File: src/rtl/mse_pkg.sv
// Shared constants for the merge sort engine.
package mse_pkg;

    // Default block capacity in elements.
    localparam int MSE_CAPACITY = 64;

    // Width of one element.
    localparam int MSE_DATA_W = 32;

    // Buffer bank codes.
    localparam logic BANK_STORE   = 1'b0;
    localparam logic BANK_SCRATCH = 1'b1;

endpackage

File: src/rtl/mse_mem.sv
// Element buffer bank: one write port, two registered read ports.
module mse_mem
    import mse_pkg::*;
#(
    parameter int DEPTH = MSE_CAPACITY,
    parameter int AW    = $clog2(MSE_CAPACITY)
) (
    input  logic                  i_clk,
    input  logic                  i_we,
    input  logic [AW-1:0]         i_waddr,
    input  logic [MSE_DATA_W-1:0] i_wdata,
    input  logic [AW-1:0]         i_raddr0,
    input  logic [AW-1:0]         i_raddr1,
    output logic [MSE_DATA_W-1:0] o_rdata0,
    output logic [MSE_DATA_W-1:0] o_rdata1
);

    logic [MSE_DATA_W-1:0] r_mem [DEPTH];

    // Write port.
    always_ff @(posedge i_clk) begin
        if (i_we) begin
            r_mem[i_waddr] <= i_wdata;
        end
    end

    // Both read ports are registered: data appears in the cycle after the address.
    always_ff @(posedge i_clk) begin
        o_rdata0 <= r_mem[i_raddr0];
        o_rdata1 <= r_mem[i_raddr1];
    end

endmodule

File: config.mk
export PLATFORM = sky130hd
export DESIGN_NAME = mse_mem
export DESIGN_NICKNAME = d
export VERILOG_FILES = /design/src/rtl/mse_pkg.sv /design/src/rtl/mse_mem.sv
export SDC_FILE = /design/constraint.sdc
export NUM_CORES = 2
export LEC_CHECK = 0
export BUFFER_PORTS_ARGS = -buffer_cell sky130_fd_sc_hd__buf_2
export CAP_MARGIN = 10
export CORE_MARGIN = 4
export CORE_UTILIZATION = 50
export CTS_CLUSTER_DIAMETER = 80
export CTS_CLUSTER_SIZE = 14
export DETAILED_ROUTE_END_ITERATION = 8
export HOLD_SLACK_MARGIN = 0.03
export PLACE_DENSITY = 0.68
export SYNTH_ARGS = -nofsm -noshare
export SYNTH_HDL_FRONTEND = slang
export SYNTH_SLANG_ARGS = --single-unit
File: constraint.sdc
create_clock -name i_clk -period 3.75 [get_ports i_clk]
set_clock_uncertainty 0.2 [all_clocks]
set_input_delay 0.375 -clock i_clk [delete_from_list [all_inputs] [get_ports i_clk]]
set_output_delay 0.375 -clock i_clk [all_outputs]
set_load 0.05 [all_outputs]
### After elaboration in Yosys (flattened, before gate mapping)

Memory sizes are Yosys's and may differ from the RTL's. A register that Yosys moved wholly into a read port is not among the register bits.
Cells that the tools add are included.

* register bits: 0
* memories kept: 1
* bits in writable memories: 2048
* input bits: 52
* output and inout bits: 64
* word-level logic and storage cells: 3

Memories
* r_mem: words 64, width 32, read ports 2, clocked after memory_dff 2, write ports 1, RTL line mse_mem.sv:18 `logic [MSE_DATA_W-1:0] r_mem [DEPTH];`

* multiplexer cells: 2

Operator list (number)
* $mux W1: 2

### Logic depth before layout (Yosys ltp)

* depth in word-level cells: 2
* mapped depth: 10
* mapped depth without buffers: 5

### Worst setup path after synthesis

Ideal clock, no wire load.

* kind: input to register
* from: input i_waddr[3]
* to: memory r_mem[48][0], enable pin
* arrival time: 3105 ps
* slack: -16 ps
* buffers on the path: 1
* stages on the path: 4
* library setup time: 461 ps
* required time: 3089 ps
* cells stage by stage: clkbuf_1 nor2b_1 nand4b_1 nor3_1

RTL lines
* from (decl): RTL line mse_mem.sv:10 `input logic [AW-1:0] i_waddr,`
* to (decl): RTL line mse_mem.sv:18

Straight into the memory's write port.

==> metrics.txt <==
slowest stage delay, CP 1.04 ns; top cell type's share of synthesized area 0.643; Max-Cap Viols 0; number of gates resized after cts 0; Synth top cells by count edfxtp_1 (2048), mux4_2 (1124), mux2i_1 (204); hold_ws between 0.09 and 0.1 ns; crit share post-route 0.927; RSZ-0062 raised after global routing no; initial antenna violation count 35; post-synthesis simple-gate area fraction 0.0113; Crit. End Element register; drt total wl about 290 mm; worst hold path class in2reg; fraction of layout cells with a size suffix above 1 0.388; Ys Warns 0; CP max-delay cell a211oi_1; pins over their slew limit 0; DIE HEIGHT between 400 and 500 um; post-DP HPWL around 170 mm; routed vias 52800; worst relative slew slack 0.152; Num CTS Buffers 170; Least-Margin Pin Slew between 1 and 1.5 ns; Hold Vio Cnt, Final 0; Initial Util 0.503; Final ANT Viol Nets 0; asr flop ratio synth 0; Max Buffers Root-to-Sink 3; status finished, final reports clean; post-synthesis mux area share 0.290; cts hold-fix bufs 10; first-pass GRT wire length 403 mm; adder-cell share of the synthesized area 0; Initial DRC Count around 7800; final net count between 4000 and 5000; Peak Freq between 0.2 and 0.3 GHz; port buffer count 115; vias in the first global route 52100; CTS tree done; final setup vio count 0; largest net degree at the start of global routing a little over 90; Internal Power about 37000 uW; die area slightly below 200000 sq um; Seq pwr share 0.547; Switching Share 0.233; Peak VDD IR approximately 510 uV; worst-skew pair later-pin latency 0.84 ns; Detailed Routing Iterations Pass 1 5; total track usage 0.291; cell with the most instances after synthesis edfxtp_1; wire per inst 39.1 um; flops & latches, synth between 2000 and 2500; crit-path max FO 25; Comb power frac 0.097; Core Area 190000 sq um; std cell rows 160; Worst Path Buf+Inv 3; syn nets 4464; H-tree depth 4; register area share after synthesis 0.656; Worst setup SP type primary input; Syn Std Cell Area 95700 sq um; critical path's top delay family compound AO/OA/AOI/OAI gates; Sink Count about 2100; die width 445 um; postcts setup bufs 0; number of synthesized flops with an enable pin between 2000 and 2500; Synth Flop Type edfxtp_1; num ports between 100 and 150; pwr/cell area 450 nW/um^2; Crit Path Class in2reg; clock slew at the register clock pins of the worst setup and hold paths about 0.070 ns; fin crit period around 3.5 ns; CP Data Arrival Time between 4 and 5 ns; Cell Chain, Critical Path dlygate4sd3_1, buf_4, nand3_1, o22ai_1, a211oi_1, o22ai_1, a21oi_1, dlygate4sd3_1; CP required roughly 4.3 ns; Via density ~7; DR DRC count 0; sw power roughly 11000 uW; Synth area leader edfxtp_1; Synth Area in XOR/XNOR 0; clock power share 0.356; largest family of logic cells by synthesized area multiplexers; leak pwr approximately 0.033 uW; Avg Synthesized Cell Area between 20 and 25 sq um; Layout fillers 14000; Area contributors post-synth edfxtp_1 (64%), mux4_2 (26%), mux2i_1 (2.1%); grt total ovfl 0; area grow syn2layout 11.9%; RD Place Congestion between 0.8 and 0.9; area fraction in compound gates after synthesis 0.0239; Clock Tree Root clkbuf_16; Post-Syn Instances 4412; Distinct cells, synth 38; post-route setup TNS 0 ns
-- area by class of cell --
class / count / area [sq um] / share of cell area
diodes: 20 / 50.0 / 0.000467
flip-flops and latches: 2112 / 62800 / 0.586
multi-input cells: 1952 / 31700 / 0.296
clock inverters: 11 / 145 / 0.00136
repair buffers: 458 / 4400 / 0.0411
clock buffers: 294 / 4880 / 0.0456
well taps: 2511 / 3140 / 0.0293
inverters: 1 / 3.75 / 0.0000351
-- power groups by stage --
stage	clock network (uW)	registers, uW	logic (uW)
3_5_place_dp	0	26800	4630
3_3_place_gp	0	26800	4590
4_1_cts	17400	26300	4640
5_1_grt	18400	26300	4890
6_report	17100	26300	4670
2_1_floorplan	0	27100	2500
-- cell usage in the layout (no fill, tap or decap), types with 3 or more instances in the layout --
cell type	synthesis	layout
a211oi_1	15	15
a21oi_1	58	58
a221oi_1	13	13
a22oi_1	85	85
a32oi_1	9	9
and2_1	6	5
buf_12	0	92
buf_2	121	105
buf_4	55	243
buf_8	0	6
clkbuf_1	135	116
clkbuf_16	0	177
clkinv_8	0	4
dfxtp_1	64	64
diode_2	0	20
dlygate4sd3_1	0	11
edfxtp_1	2048	2048
mux2_2	36	36
mux2i_1	204	204
mux4_2	1124	1124
nand2_1	93	91
nand2b_1	8	7
nand3_1	9	9
nand3b_1	6	6
nor2_1	94	31
nor2_4	0	63
nor2b_1	19	16
nor2b_4	0	3
o211ai_1	27	27
o21ai_0	18	18
o21ai_1	31	31
o221ai_1	16	16
o22ai_1	56	56
o32a_1	9	9
or2_2	3	3
-- metal layers --
metal | track usage | share of wire
met1 | 0.415 | 0.37
met2 | 0.442 | 0.47
met5 | 0 | 0.00019
met4 | 0.109 | 0.042
met3 | 0.0714 | 0.12
-- cell families (layout without fill, tap and decap cells) --
kind of cell | Yosys count | after routing
DFF | 2112 | 2112
buffers and inverters | 348 | 764
muxes | 1364 | 1364
and+or+nand+nor | 248 | 248
AOI/OAI and AO/OA | 340 | 340
other | 0 | 20
-- through the flow --
step	instances	util	cell area [sq um]	setup slack (ns)	power, uW
after global routing	7348	0.563	107000	0.324	49600
after CTS	7337	0.563	107000	0.527	48300
after detailed placement	7022	0.536	102000	0.159	31500
final	7359	0.563	107000	0.274	48100
after global placement	7022	0.536	102000	0.121	31400
after floorplan	4412	-	95700	0.678	29600
-- final timing paths --
check / end / cells past startpoint / start / slack, ns
worst max register to register: o_rdata0[17] / 6 / r_mem[49][17] / 0.76
worst max-delay path: o_rdata0[2] / 8 / i_raddr0[5] / 0.27
worst min-delay path: r_mem[61][5] / 1 / i_wdata[5] / 0.09
worst min register to register: o_rdata0[11] / 4 / r_mem[36][11] / 0.68
-- sequential cells by signal, summed over array words and instances, names as in the netlist --
signal    cells
o_rdata1     32
r_mem      2048
o_rdata0     32
No activity file was read; power rests on OpenSTA's default activity.
