**src/rtl/mse_pkg.sv**
```systemverilog
// Shared constants for the merge sort engine.
package mse_pkg;

    // Default block capacity in elements.
    localparam int MSE_CAPACITY = 64;

    // Width of one element.
    localparam int MSE_DATA_W = 32;

    // Buffer bank codes.
    localparam logic BANK_STORE   = 1'b0;
    localparam logic BANK_SCRATCH = 1'b1;

endpackage

```
**src/rtl/mse_ctrl.sv**
```systemverilog
// Sequencer: loads a block, runs bottom-up merge passes between banks, streams out.
module mse_ctrl
    import mse_pkg::*;
#(
    parameter int CAPACITY = MSE_CAPACITY,
    parameter int AW       = $clog2(MSE_CAPACITY)
) (
    input  logic                  i_clk,
    input  logic                  i_rst_n,
    // Input request channel.
    input  logic                  i_in_valid,
    output logic                  o_in_ready,
    input  logic [MSE_DATA_W-1:0] i_in_value,
    input  logic                  i_in_last,
    // Output request channel.
    output logic                  o_out_valid,
    input  logic                  i_out_ready,
    output logic [MSE_DATA_W-1:0] o_out_value,
    output logic                  o_out_last,
    output logic                  o_out_ovf,
    // Bank access.
    output logic                  o_wr_en,
    output logic                  o_wr_bank,
    output logic [AW-1:0]         o_wr_addr,
    output logic [MSE_DATA_W-1:0] o_wr_data,
    output logic [AW-1:0]         o_rd_addr0,
    output logic [AW-1:0]         o_rd_addr1,
    input  logic [MSE_DATA_W-1:0] i_st_rd0,
    input  logic [MSE_DATA_W-1:0] i_st_rd1,
    input  logic [MSE_DATA_W-1:0] i_sc_rd0,
    input  logic [MSE_DATA_W-1:0] i_sc_rd1
);

    // Count width holds CAPACITY itself; pointers get headroom for lo + 2 * width.
    localparam int CW = $clog2(CAPACITY + 1);
    localparam int PW = CW + 2;

    localparam logic [2:0] S_LOAD  = 3'd0;
    localparam logic [2:0] S_SETUP = 3'd1;
    localparam logic [2:0] S_MERGE = 3'd2;
    localparam logic [2:0] S_ORD   = 3'd3;
    localparam logic [2:0] S_OLD   = 3'd4;
    localparam logic [2:0] S_OWAIT = 3'd5;

    logic [2:0]            r_state, n_state;
    logic [CW-1:0]         r_count, n_count;
    logic                  r_drop, n_drop;
    logic                  r_src, n_src;
    logic [PW-1:0]         r_width, n_width;
    logic [PW-1:0]         r_lo, n_lo;
    logic [PW-1:0]         r_mid, n_mid;
    logic [PW-1:0]         r_hi, n_hi;
    logic [PW-1:0]         r_i, n_i;
    logic [PW-1:0]         r_j, n_j;
    logic [PW-1:0]         r_k, n_k;
    logic                  r_out_valid, n_out_valid;
    logic [MSE_DATA_W-1:0] r_out_value, n_out_value;
    logic                  r_out_last, n_out_last;
    logic                  r_out_ovf, n_out_ovf;

    logic [PW-1:0]         w_n;
    logic [PW-1:0]         w_mid_raw;
    logic [PW-1:0]         w_hi_raw;
    logic [PW-1:0]         w_next_lo;
    logic [PW-1:0]         w_next_width;
    logic [CW-1:0]         w_count_inc;
    logic [MSE_DATA_W-1:0] w_head_a;
    logic [MSE_DATA_W-1:0] w_head_b;
    logic                  w_take_b;
    logic                  w_has_room;

    assign w_n          = {2'b00, r_count};
    assign w_mid_raw    = r_lo + r_width;
    assign w_hi_raw     = r_lo + (r_width << 1);
    assign w_next_lo    = r_lo + (r_width << 1);
    assign w_next_width = r_width << 1;
    assign w_has_room   = (r_count < CW'(CAPACITY));
    assign w_count_inc  = w_has_room ? (r_count + CW'(1)) : r_count;

    // Heads of the two runs come from the current source bank.
    assign w_head_a = (r_src == BANK_SCRATCH) ? i_sc_rd0 : i_st_rd0;
    assign w_head_b = (r_src == BANK_SCRATCH) ? i_sc_rd1 : i_st_rd1;

    // Take the right head when the left run is spent or the right head is smaller.
    assign w_take_b = (r_j < r_hi) &&
                      ((r_i >= r_mid) || ($signed(w_head_b) < $signed(w_head_a)));

    // Next-state and datapath logic.
    always_comb begin
        n_state     = r_state;
        n_count     = r_count;
        n_drop      = r_drop;
        n_src       = r_src;
        n_width     = r_width;
        n_lo        = r_lo;
        n_mid       = r_mid;
        n_hi        = r_hi;
        n_i         = r_i;
        n_j         = r_j;
        n_k         = r_k;
        n_out_valid = r_out_valid;
        n_out_value = r_out_value;
        n_out_last  = r_out_last;
        n_out_ovf   = r_out_ovf;
        o_in_ready  = 1'b0;
        o_wr_en     = 1'b0;
        o_wr_bank   = BANK_STORE;
        o_wr_addr   = r_count[AW-1:0];
        o_wr_data   = i_in_value;
        o_rd_addr0  = r_i[AW-1:0];
        o_rd_addr1  = r_j[AW-1:0];

        case (r_state)
            S_LOAD: begin
                o_in_ready = 1'b1;
                if (i_in_valid) begin
                    o_wr_en = w_has_room;
                    n_count = w_count_inc;
                    if (!w_has_room) begin
                        n_drop = 1'b1;
                    end
                    if (i_in_last) begin
                        n_src   = BANK_STORE;
                        n_width = PW'(1);
                        n_lo    = '0;
                        n_k     = '0;
                        // A single element needs no merge pass.
                        if (w_count_inc == CW'(1)) begin
                            n_state = S_ORD;
                        end else begin
                            n_state = S_SETUP;
                        end
                    end
                end
            end

            // Open a run pair and prefetch both heads.
            S_SETUP: begin
                n_mid      = (w_mid_raw > w_n) ? w_n : w_mid_raw;
                n_hi       = (w_hi_raw > w_n) ? w_n : w_hi_raw;
                n_i        = r_lo;
                n_j        = n_mid;
                n_k        = r_lo;
                o_rd_addr0 = n_i[AW-1:0];
                o_rd_addr1 = n_j[AW-1:0];
                n_state    = S_MERGE;
            end

            // One element per cycle into the destination bank.
            S_MERGE: begin
                o_wr_en   = 1'b1;
                o_wr_bank = ~r_src;
                o_wr_addr = r_k[AW-1:0];
                o_wr_data = w_take_b ? w_head_b : w_head_a;
                if (w_take_b) begin
                    n_j = r_j + PW'(1);
                end else begin
                    n_i = r_i + PW'(1);
                end
                n_k        = r_k + PW'(1);
                o_rd_addr0 = n_i[AW-1:0];
                o_rd_addr1 = n_j[AW-1:0];
                if (n_k == r_hi) begin
                    if (w_next_lo >= w_n) begin
                        // Pass complete: swap banks and double the run width.
                        n_src   = ~r_src;
                        n_width = w_next_width;
                        n_lo    = '0;
                        if (w_next_width >= w_n) begin
                            n_k     = '0;
                            n_state = S_ORD;
                        end else begin
                            n_state = S_SETUP;
                        end
                    end else begin
                        n_lo    = w_next_lo;
                        n_state = S_SETUP;
                    end
                end
            end

            // Fetch the next sorted element.
            S_ORD: begin
                o_rd_addr0 = r_k[AW-1:0];
                n_state    = S_OLD;
            end

            // Fill the output register.
            S_OLD: begin
                n_out_valid = 1'b1;
                n_out_value = w_head_a;
                n_out_last  = ((r_k + PW'(1)) == w_n);
                n_out_ovf   = r_drop;
                n_state     = S_OWAIT;
            end

            // Hold the result until the sink takes it; the block clears after the last.
            S_OWAIT: begin
                if (i_out_ready) begin
                    n_out_valid = 1'b0;
                    if (r_out_last) begin
                        n_count = '0;
                        n_drop  = 1'b0;
                        n_state = S_LOAD;
                    end else begin
                        n_k     = r_k + PW'(1);
                        n_state = S_ORD;
                    end
                end
            end

            default: begin
                n_state = S_LOAD;
            end
        endcase
    end

    // Control registers.
    always_ff @(posedge i_clk) begin
        if (!i_rst_n) begin
            r_state     <= S_LOAD;
            r_count     <= '0;
            r_drop      <= 1'b0;
            r_src       <= BANK_STORE;
            r_out_valid <= 1'b0;
        end else begin
            r_state     <= n_state;
            r_count     <= n_count;
            r_drop      <= n_drop;
            r_src       <= n_src;
            r_out_valid <= n_out_valid;
        end
    end

    // Pointer and payload registers.
    always_ff @(posedge i_clk) begin
        r_width     <= n_width;
        r_lo        <= n_lo;
        r_mid       <= n_mid;
        r_hi        <= n_hi;
        r_i         <= n_i;
        r_j         <= n_j;
        r_k         <= n_k;
        r_out_value <= n_out_value;
        r_out_last  <= n_out_last;
        r_out_ovf   <= n_out_ovf;
    end

    assign o_out_valid = r_out_valid;
    assign o_out_value = r_out_value;
    assign o_out_last  = r_out_last;
    assign o_out_ovf   = r_out_ovf;

endmodule

```
**config.mk**
```make
export PLATFORM = sky130hd
export DESIGN_NAME = mse_ctrl
export DESIGN_NICKNAME = d
export VERILOG_FILES = /design/src/rtl/mse_pkg.sv /design/src/rtl/mse_ctrl.sv
export SDC_FILE = /design/constraint.sdc
export NUM_CORES = 1
export LEC_CHECK = 0
export ABC_AREA = 1
export BUFFER_PORTS_ARGS = -buffer_cell sky130_fd_sc_hd__buf_2
export CAP_MARGIN = 20
export CORE_ASPECT_RATIO = 0.5
export CORE_UTILIZATION = 54
export DETAILED_ROUTE_END_ITERATION = 6
export GPL_TIMING_DRIVEN = 1
export PLACE_DENSITY_LB_ADDON = 0.3
export SLEW_MARGIN = 20
export SYNTH_ARGS = -nofsm -noshare
export SYNTH_HDL_FRONTEND = slang
export SYNTH_SLANG_ARGS = --single-unit
```
**constraint.sdc**
```tcl
create_clock -name i_clk -period 4.9 [get_ports i_clk]
set_clock_uncertainty 0.05 [all_clocks]
set_input_delay 0.735 -clock i_clk [delete_from_list [all_inputs] [get_ports i_clk]]
set_output_delay 0.735 -clock i_clk [all_outputs]
set_load 0.1 [all_outputs]
```
# [Word level (Yosys, flattened, before mapping)]
# Index checks and enable logic that the tools add are counted.
[totals] regBits=110 output_inout_bits=88
[classes] reduce_logical=17 n_addsub=6 bitwise=1 order_cmp=8 n_eq_ne=18 n_mux=59
[op_table] op="two-way mux 9 bit" count=16
[op_table] op="two-way mux 32 bit" count=4
[op_table] op="case mux 9 bit (2 select lines)" count=4
[op_table] op="case mux 9 bit (4 select lines)" count=1
[op_table] op="two-way mux 7 bit" count=5
[op_table] op="less-than comparator 32 bit" count=1
[op_table] op="adder 9 x 1 -> 9 bit, second input constant" count=3
[op_table] op="!= test 2 bit, second input constant" count=10
[op_table] op="adder 9 bit" count=2
[op_table] op="greater-or-equal comparator 9 x 7 -> 1 bit" count=2
[op_table] op="> comparator 9 x 7 -> 1 bit" count=2
[op_table] op="case mux 3 bit (6 select lines)" count=1
[op_table] op="case mux 6 bit (3 select lines)" count=1
[op_table] op="two-way mux 3 bit" count=5
[op_table] op="AND reduction 5 bit" count=3
[op_table] op="case mux 7 bit (2 select lines)" count=1
[op_table] op="two-way mux 1 bit" count=12
[op_table] op="case mux 6 bit (2 select lines)" count=1
[op_table] op="AND reduction 4 bit" count=3
[op_table] op="== test 9 x 7 -> 1 bit" count=1
[op_table] op="== test 9 bit" count=1
[op_table] op="greater-or-equal comparator 9 bit" count=1
[op_table] op="less-than comparator 9 bit" count=1
[op_table] op="case mux 1 bit (2 select lines)" count=4
[op_table] op="other kinds (15)" count=24

# [Logic depth before layout (Yosys ltp)]
# Gate-level depths: netlist (run 1).
[depth] depth_word=7 depth_mapped=25 depth_no_buf=22

# [Least setup slack after synthesis (run 1)]
# No wires, ideal clock.
[synth_timing] path_type="input port to output port" startpoint="input i_sc_rd0[27]" endpoint="output o_wr_data[1]" n_path_buf=0 slack_ns=0.133 path_stages=14 arrival_ns=3.982 required_time_ns=4.115 path_cell_list="or2_2 o21ai_0 ha_1 a21oi_1 o21ai_0 nand2_1 o211ai_1 a31oi_1 nand2_2 nand2_2 nand3_4 nand2_8 nand2_8 o211ai_1"
[synth_via] elab_chain_cells=6
[synth_lines] item="start, declared" line="mse_ctrl.sv:30" rtl="input logic [MSE_DATA_W-1:0] i_sc_rd0,"
[synth_lines] item="two-way mux 32 bit" line="mse_ctrl.sv:81" rtl="assign w_head_a = (r_src == BANK_SCRATCH) ? i_sc_rd0 : i_st_rd0;"
[synth_lines] item="less-than comparator 32 bit" line="mse_ctrl.sv:86" rtl="((r_i >= r_mid) || ($signed(w_head_b) < $signed(w_head_a)));"
[synth_lines] item="logical OR 1 bit" line="mse_ctrl.sv:86"
[synth_lines] item="logical AND 1 bit" line="mse_ctrl.sv:85" rtl="assign w_take_b = (r_j < r_hi) &&"
[synth_lines] item="two-way mux 32 bit" line="mse_ctrl.sv:154" rtl="o_wr_data = w_take_b ? w_head_b : w_head_a;"
[synth_lines] item="two-way mux 32 bit" line="mse_ctrl.sv:113" rtl="case (r_state)"
[synth_lines] item="end, declared" line="mse_ctrl.sv:25" rtl="output logic [MSE_DATA_W-1:0] o_wr_data,"
# Every way passes these cells.

# [Worst setup path after layout (run 1)]
[layout_timing] startpoint="register r_src" endpoint="output o_rd_addr1[0]"
[layout_via] elab_chain_cells=6
[layout_lines] item="start, declared" line="mse_ctrl.sv:48" rtl="logic r_src, n_src;"
[layout_lines] item="start signal, assigned" line="mse_ctrl.sv:230" rtl="r_src <= n_src;"
[layout_lines] item="two-way mux 32 bit, on equally long branches" line="mse_ctrl.sv:82, mse_ctrl.sv:81"
[layout_lines] item="less-than comparator 32 bit *" line="mse_ctrl.sv:86"
[layout_lines] item="logical OR 1 bit *" line="mse_ctrl.sv:86"
[layout_lines] item="logical AND 1 bit *" line="mse_ctrl.sv:85"
[layout_lines] item="two-way mux 9 bit *" line="mse_ctrl.sv:155" rtl="if (w_take_b) begin"
[layout_lines] item="case mux 6 bit (2 select lines) *" line="mse_ctrl.sv:113"
[layout_lines] item="end, declared" line="mse_ctrl.sv:27" rtl="output logic [AW-1:0] o_rd_addr1,"
# Mark *: on every way between the ends. The rest lies on a longest branch, timed or not. The select of a mux whose other input is x is not followed.

==> results.json, run 1 <==
{
  "numPortBuffers": 252,
  "yosys.area_share.simple_pct": 26.5,
  "muxShareOfSynthArea_pct": 0,
  "cts_max_level": 3,
  "via_count": 9577,
  "antenna_found_initial": 2,
  "drv_slew": 0,
  "n_antenna_cell": 0,
  "status": "complete, no violations",
  "die-area_um2": 17800,
  "grt_max_degree": 43,
  "cp-end-kind": "output pin",
  "critPathArrivalTime_ns": 3.99,
  "dp_cells": 1667,
  "cts_buffer_depth": 2,
  "synth_top_family_by_area": "simple AND/OR/NAND/NOR gates",
  "synth-seq-area-share_pct": 34.0,
  "required_ns": 4.12,
  "grt_pass1_wl_um": 44300,
  "drt_iter0_drc": 806,
  "cts_tree": "yes",
  "setup_violations": 0,
  "cts_buffers": 9,
  "synth.area.top_cells": "edfxtp_1 31%, nand2_1 15%, ha_1 12%",
  "finalCriticalPeriod_ns": 4.77,
  "core_area_um2": 16600,
  "place.gp.congestion": 0.942,
  "drc": 0,
  "ys_async_sr_fraction_pct": 0,
  "final_antenna_net_count": 0,
  "timing.rr.start": "r_src",
  "drive_above_1_share_pct": 27.5,
  "tightest_slew_ns": 1.07,
  "synth.most_common_cell": "nand2_1",
  "path_class": "register to output pin",
  "synthTopCellsByCount": "365 x nand2_1, 154 x inv_1, 97 x edfxtp_1",
  "synth_ff_type": "edfxtp_1",
  "wl_per_cell_um": 17.3,
  "cp_max_fo": 38,
  "reg2reg_to": "r_j[8]",
  "synth_seq_cells": 110,
  "startpoint_type": "register",
  "netlist_area_um2": 9320,
  "nets": 1730,
  "synth_top_cell_by_area": "edfxtp_1",
  "hold_viol_final": 0,
  "dp_hpwl_um": 22300,
  "synth_compound_area_share_pct": 14.9,
  "synth_edf_count": 97,
  "r2r_cells": 17,
  "clockRootBuffer": "clkbuf_16",
  "cap_violations": 0,
  "io_pins": 253,
  "cts.sinks": 110,
  "hp-start": "r_drop",
  "synthAdderAreaFrac_pct": 12.1,
  "period_share_pct": 97.4,
  "grt_usage_pct": 31.8,
  "yosysUniqueCellTypes": 52,
  "wl_um": 29600,
  "synth.yosys.warnings": 0,
  "min_to": "o_out_ovf",
  "die_h_um": 94.9,
  "die-width_um": 188,
  "insertion_delay_ns": 0.36,
  "hp-class": "register to register",
  "synth.avg_cell_area_um2": 7.71,
  "clkTransAtPathRegs_ns": 0.07,
  "synth_top_area_share_pct": 31.3,
  "final_cells": 1708,
  "rows": 33,
  "fmax_mhz": 210,
  "grt_overflow": 0,
  "holdPathStages": 0,
  "dr.pass1.iters": 6,
  "drt-vias-per-instance": 5.61,
  "syn_inst": 1209,
  "start_util_pct": 56.0,
  "r2r_slack_ns": 1.03,
  "maxSlewHeadroom_pct": 28.3,
  "syn2layout_area_growth_pct": 28.6,
  "first_global_vias": 8996,
  "synth_xor_area_share_pct": 3.57
}
## stage by stage
| stage | utilization (%) | setup TNS (ns) | worst slack, ns | area, µm² | hold slack, ns |
|---|---|---|---|---|---|
| finish | 72.0 | 0 | 0.128 | 12000 | 0.395 |
| global route | 72.0 | -0.127 | -0.0639 | 12000 | 0.405 |
| CTS | 70.4 | 0 | 0.0139 | 11700 | 0.391 |
| detailed placement | 68.6 | -0.0273 | -0.0273 | 11400 | 0.371 |
| global placement | 68.6 | 0 | 0.164 | 11400 | 0.370 |
| floorplan | - | 0 | 0.133 | 9340 | 0.358 |
## critical path, stage by stage, from the launching register on
cell	delay (ns)
dfxtp_2	0.35
buf_4	0.35
o21ai_0	0.30
ha_1	0.44
nand2_1	0.09
nor2_1	0.19
nand2_1	0.10
nor4_1	0.31
nand2_2	0.13
nand2_2	0.08
nand2_2	0.07
nand3_4	0.15
nand2_8	0.14
buf_4	0.20
nor2_8	0.13
buf_12	0.17
nand2_1	0.09
nand3b_1	0.15
buf_12	0.19
## worst max path at each step
stage	end	depth (start not counted)	slack, ns	from
2_1_floorplan	o_wr_data[1]	14	0.13	i_sc_rd0[27]
3_3_place_gp	o_rd_addr1[3]	19	0.16	r_width[1]
3_5_place_dp	o_rd_addr1[3]	19	-0.03	r_width[1]
5_1_grt	o_rd_addr1[2]	20	-0.06	r_lo[2]
4_1_cts	o_rd_addr1[3]	20	0.01	r_width[0]
6_report	o_rd_addr1[0]	18	0.13	r_src
## cell usage in the layout, fill, tap and decap left out, types with 31 or more instances in the layout
cell type  instances
nand2_1          365
buf_2            208
inv_1            153
edfxtp_1          97
ha_1              87
nor2_1            70
o21ai_0           68
a21oi_1           58
buf_12            45
or2_2             31
## cell type report
class	instances	area [µm²]
multi-input cells	909	5460
fillers	1317	4650
flip-flops and latches	110	3170
repair buffers	284	2180
inverters	162	608
well taps	227	284
clock buffers	10	229
clock inverters	6	47.5
## per-layer routing
layer / global-route usage (%) / vias up / share of wire (%)
met5: 0 / - / 0.091
met4: 10.7 / 4 / 3.0
met3: 6.73 / 97 / 9.5
met2: 54.9 / 566 / 47
met1: 40.1 / 4342 / 40
li1: - / 4568 / -
## registers in the layout, indices dropped and copies added, names as in the netlist
register and count:
r_mid 9, r_i 9, o_out_last 1, o_out_ovf 1
r_hi 9, r_state 3, r_width 9, r_lo 9
r_k 9, r_count 7, r_src 1, o_out_value 32
o_out_valid 1, r_j 9, r_drop 1
## cells by family after synthesis
| logic type | count (synthesis) |
|---|---|
| other | 1 |
| xor gates and xnor gates | 38 |
| DFF | 110 |
| and+or+nand+nor | 562 |
| AOI/OAI and AO/OA | 211 |
| buffers and inverters | 198 |
| adders and majority gates | 89 |
## what timing repair did
item | CTS | global route
setup endpoints to repair | 6 | 38
gates cloned | 0 | 3
hold buffers | 0 | 0
pin swaps | 0 | 9
resized for setup | 4 | 16
setup buffers | 1 | 21
Power of run 1 is left out: the tool's default activity adds up to more than one toggle a clock period on the data nets, which glitch-free logic cannot reach.
==> run 2: changes to the inputs <==
--- a/config.mk
+++ b/config.mk
@@ -6,13 +6,13 @@
 export NUM_CORES = 1
 export LEC_CHECK = 0
 export ABC_AREA = 1
-export BUFFER_PORTS_ARGS = -buffer_cell sky130_fd_sc_hd__buf_2
+export BUFFER_PORTS_ARGS = -buffer_cell sky130_fd_sc_hd__buf_4
 export CAP_MARGIN = 20
 export CORE_ASPECT_RATIO = 0.5
 export CORE_UTILIZATION = 54
 export DETAILED_ROUTE_END_ITERATION = 6
 export GPL_TIMING_DRIVEN = 1
-export PLACE_DENSITY_LB_ADDON = 0.3
+export PLACE_DENSITY = 0.93
 export SLEW_MARGIN = 20
 export SYNTH_ARGS = -nofsm -noshare
 export SYNTH_HDL_FRONTEND = slang
==> constraint.sdc (replaced) <==
create_clock -name i_clk -period 4.9 [get_ports i_clk]
set_clock_uncertainty 0.05 [all_clocks]
set_input_delay 0.98 -clock i_clk [delete_from_list [all_inputs] [get_ports i_clk]]
set_output_delay 0.98 -clock i_clk [all_outputs]
set_load 0.1 [all_outputs]
==> run 2 against run 1 <==
  * Register-to-register slack lost 0.21 ns
  * The flow now finishes with violations (DRC, setup timing)
  * Utilization rose by 3.4 points
  * Via count grew 4.8%
  * First-iteration DRC count grew 34%
  * Critical path type unchanged
==> results.json, run 2 (synthesized netlist as in run 1, its figures left out) <==
{
  "status": "complete, but fails checks",
  "violations": "DRC, setup timing",
  "reg2reg_to": "r_j[3]",
  "dp_hpwl_um": 24200,
  "tightest_slew_ns": 0.734,
  "cap_violations": 0,
  "cts_tree": "yes",
  "crit_buf_inv": 3,
  "drive_above_1_share_pct": 31.1,
  "cp_max_fo": 5,
  "grt_pass1_wl_um": 47800,
  "critPathMostFrequentCell": "nand2_1",
  "via_count": 10000,
  "crit_end": "o_rd_addr1[2]",
  "post_dp_cell_area_um2": 11900,
  "numPortBuffers": 252,
  "met1_usage_pct": 42.5,
  "grt_overflow": 0,
  "hp-class": "register to register",
  "drt_iter0_drc": 1077,
  "critPathArrivalTime_ns": 4.45,
  "antenna_found_initial": 0,
  "grt_max_degree": 66,
  "fin_util_pct": 75.4,
  "first_global_vias": 9410,
  "fillCellCount": 1118,
  "fin_ws_ns": -0.577,
  "cpPeakStageDelay_ns": 0.51,
  "crit_cells": 19,
  "dr.pass1.iters": 7,
  "largest_reg_flops": 32,
  "grt_use_met2_pct": 59.3,
  "die-width_um": 188,
  "startpoint_type": "register",
  "drc": 1,
  "cp-end-kind": "output pin",
  "period_share_pct": 112,
  "hold_viol_final": 0,
  "die_h_um": 94.9,
  "startpoint": "r_width[2]",
  "clockRootBuffer": "clkbuf_16",
  "final_common_cell": "nand2_1",
  "drv_slew": 0,
  "crit_chain": "ha_1 > a21oi_1 > nand2_2 > a21oi_2 > nor2_1 > nor2_1 > xor2_1 > inv_1 > ha_1 > nand2_1 > nor4b_2 > or2_4 > nand3_4 > a21oi_2 > nand2_1 > nand2_1 > inv_1 > nand2_2 > buf_12",
  "insertion_delay_ns": 0.36,
  "pre_cts_ws_ns": 0.0697,
  "timing.rr.start": "r_width[2]",
  "wl_um": 33300,
  "grt_usage_pct": 34.6,
  "wl_per_cell_um": 19.5,
  "rsz0062_at_grt": "yes",
  "stdcell_area_um2": 12500,
  "finalCriticalPeriod_ns": 5.48,
  "syn2layout_area_growth_pct": 34.6,
  "clkTransAtPathRegs_ns": 0.07,
  "r2r_slack_ns": 0.82,
  "place.gp.congestion": 1.05,
  "nets": 1732,
  "fmax_mhz": 183,
  "core_area_um2": 16600,
  "start_util_pct": 56.0,
  "drt-vias-per-instance": 5.87,
  "cts_max_level": 3,
  "final_antenna_net_count": 0,
  "maxSlewHeadroom_pct": 50.9,
  "rows": 33,
  "path_class": "register to output pin",
  "setup_violations": 6,
  "r2r_cells": 19,
  "slowest_stage": "nor4b_2",
  "hp-start": "r_drop",
  "use_met3_pct": 6.43,
  "die-area_um2": 17800,
  "n_antenna_cell": 0,
  "io_pins": 253,
  "setup_tns_ns": -2.78,
  "crit_family": "simple AND/OR/NAND/NOR gates",
  "final_cell_mix": "355 x nand2_1, 271 x buf_4, 152 x inv_1",
  "grt-busiest-layer": "met2",
  "cts_buffers": 9,
  "cts_buffer_depth": 2,
  "cts_hold_buf": 0,
  "cts.sinks": 110,
  "required_ns": 3.87
}
run 2: changes by cell type in the layout (fill, tap and decap cells not counted), moves of 14 or more:
cell / previous run / this run
or2_2: 31 / 17
or2_4: 1 / 15
buf_12: 45 / 10
buf_2: 208 / 0
buf_4: 30 / 271
o21ai_0: 68 / 41
run 2: worst min-delay path by stage:
stage,endpoint,slack (ns),depth (start not counted)
floorplan,o_out_ovf,0.36,0
global placement,o_out_ovf,0.37,0
detailed placement,o_out_ovf,0.38,0
CTS,o_out_ovf,0.40,0
global route,o_out_ovf,0.43,0
finish,o_out_ovf,0.40,0
run 2: layout make-up:
cell class                 instances  area, µm²  share of cell area, %
multi-input combinational        907       5820                   46.4
sequential                       110       3180                   25.3
timing repair buffer             288       2350                   18.7
inverter                         162        608                   4.85
tap                              227        284                   2.26
clock buffer                      10        229                   1.83
clock inverter                     6       72.6                  0.578
run 2: repair_timing:
item | 4_1_cts | 5_1_grt
setup buffers | 2 | 7
pin swaps | 1 | 14
setup endpoints to repair | 6 | 30
gates cloned | 0 | 2
hold endpoints to repair | 0 | 0
gates resized for setup | 14 | 47
run 2: through the flow:
stage | cells | hold slack, ns
after global routing | 1710 | 0.430
after global placement | 1682 | 0.369
after floorplan | 1214 | 0.358
final | 1710 | 0.400
after CTS | 1700 | 0.400
after detailed placement | 1682 | 0.381
run 2: metal layers:
metal | wire, µm | vias up
met5 | 0 | -
met3 | 3570 | 176
met1 | 12200 | 4580
li1 | - | 4560
met2 | 15600 | 717
met4 | 1960 | 0
run 2: worst register-to-register path, stage by stage, from the launching register on:
cell and delay, ns:
edfxtp_1 0.47, ha_1 0.41, a21oi_1 0.21, nand2_2 0.17
a21oi_2 0.20, nor2_1 0.06, nor2_1 0.12, xor2_1 0.20
inv_1 0.06, ha_1 0.27, nand2_1 0.10, nor4b_2 0.51
or2_4 0.29, nand3_4 0.12, nand2_1 0.12, o21ai_2 0.07
buf_4 0.14, buf_4 0.13, nand2_1 0.07, nand2_1 0.06
Power of run 2 is left out for the same reason.
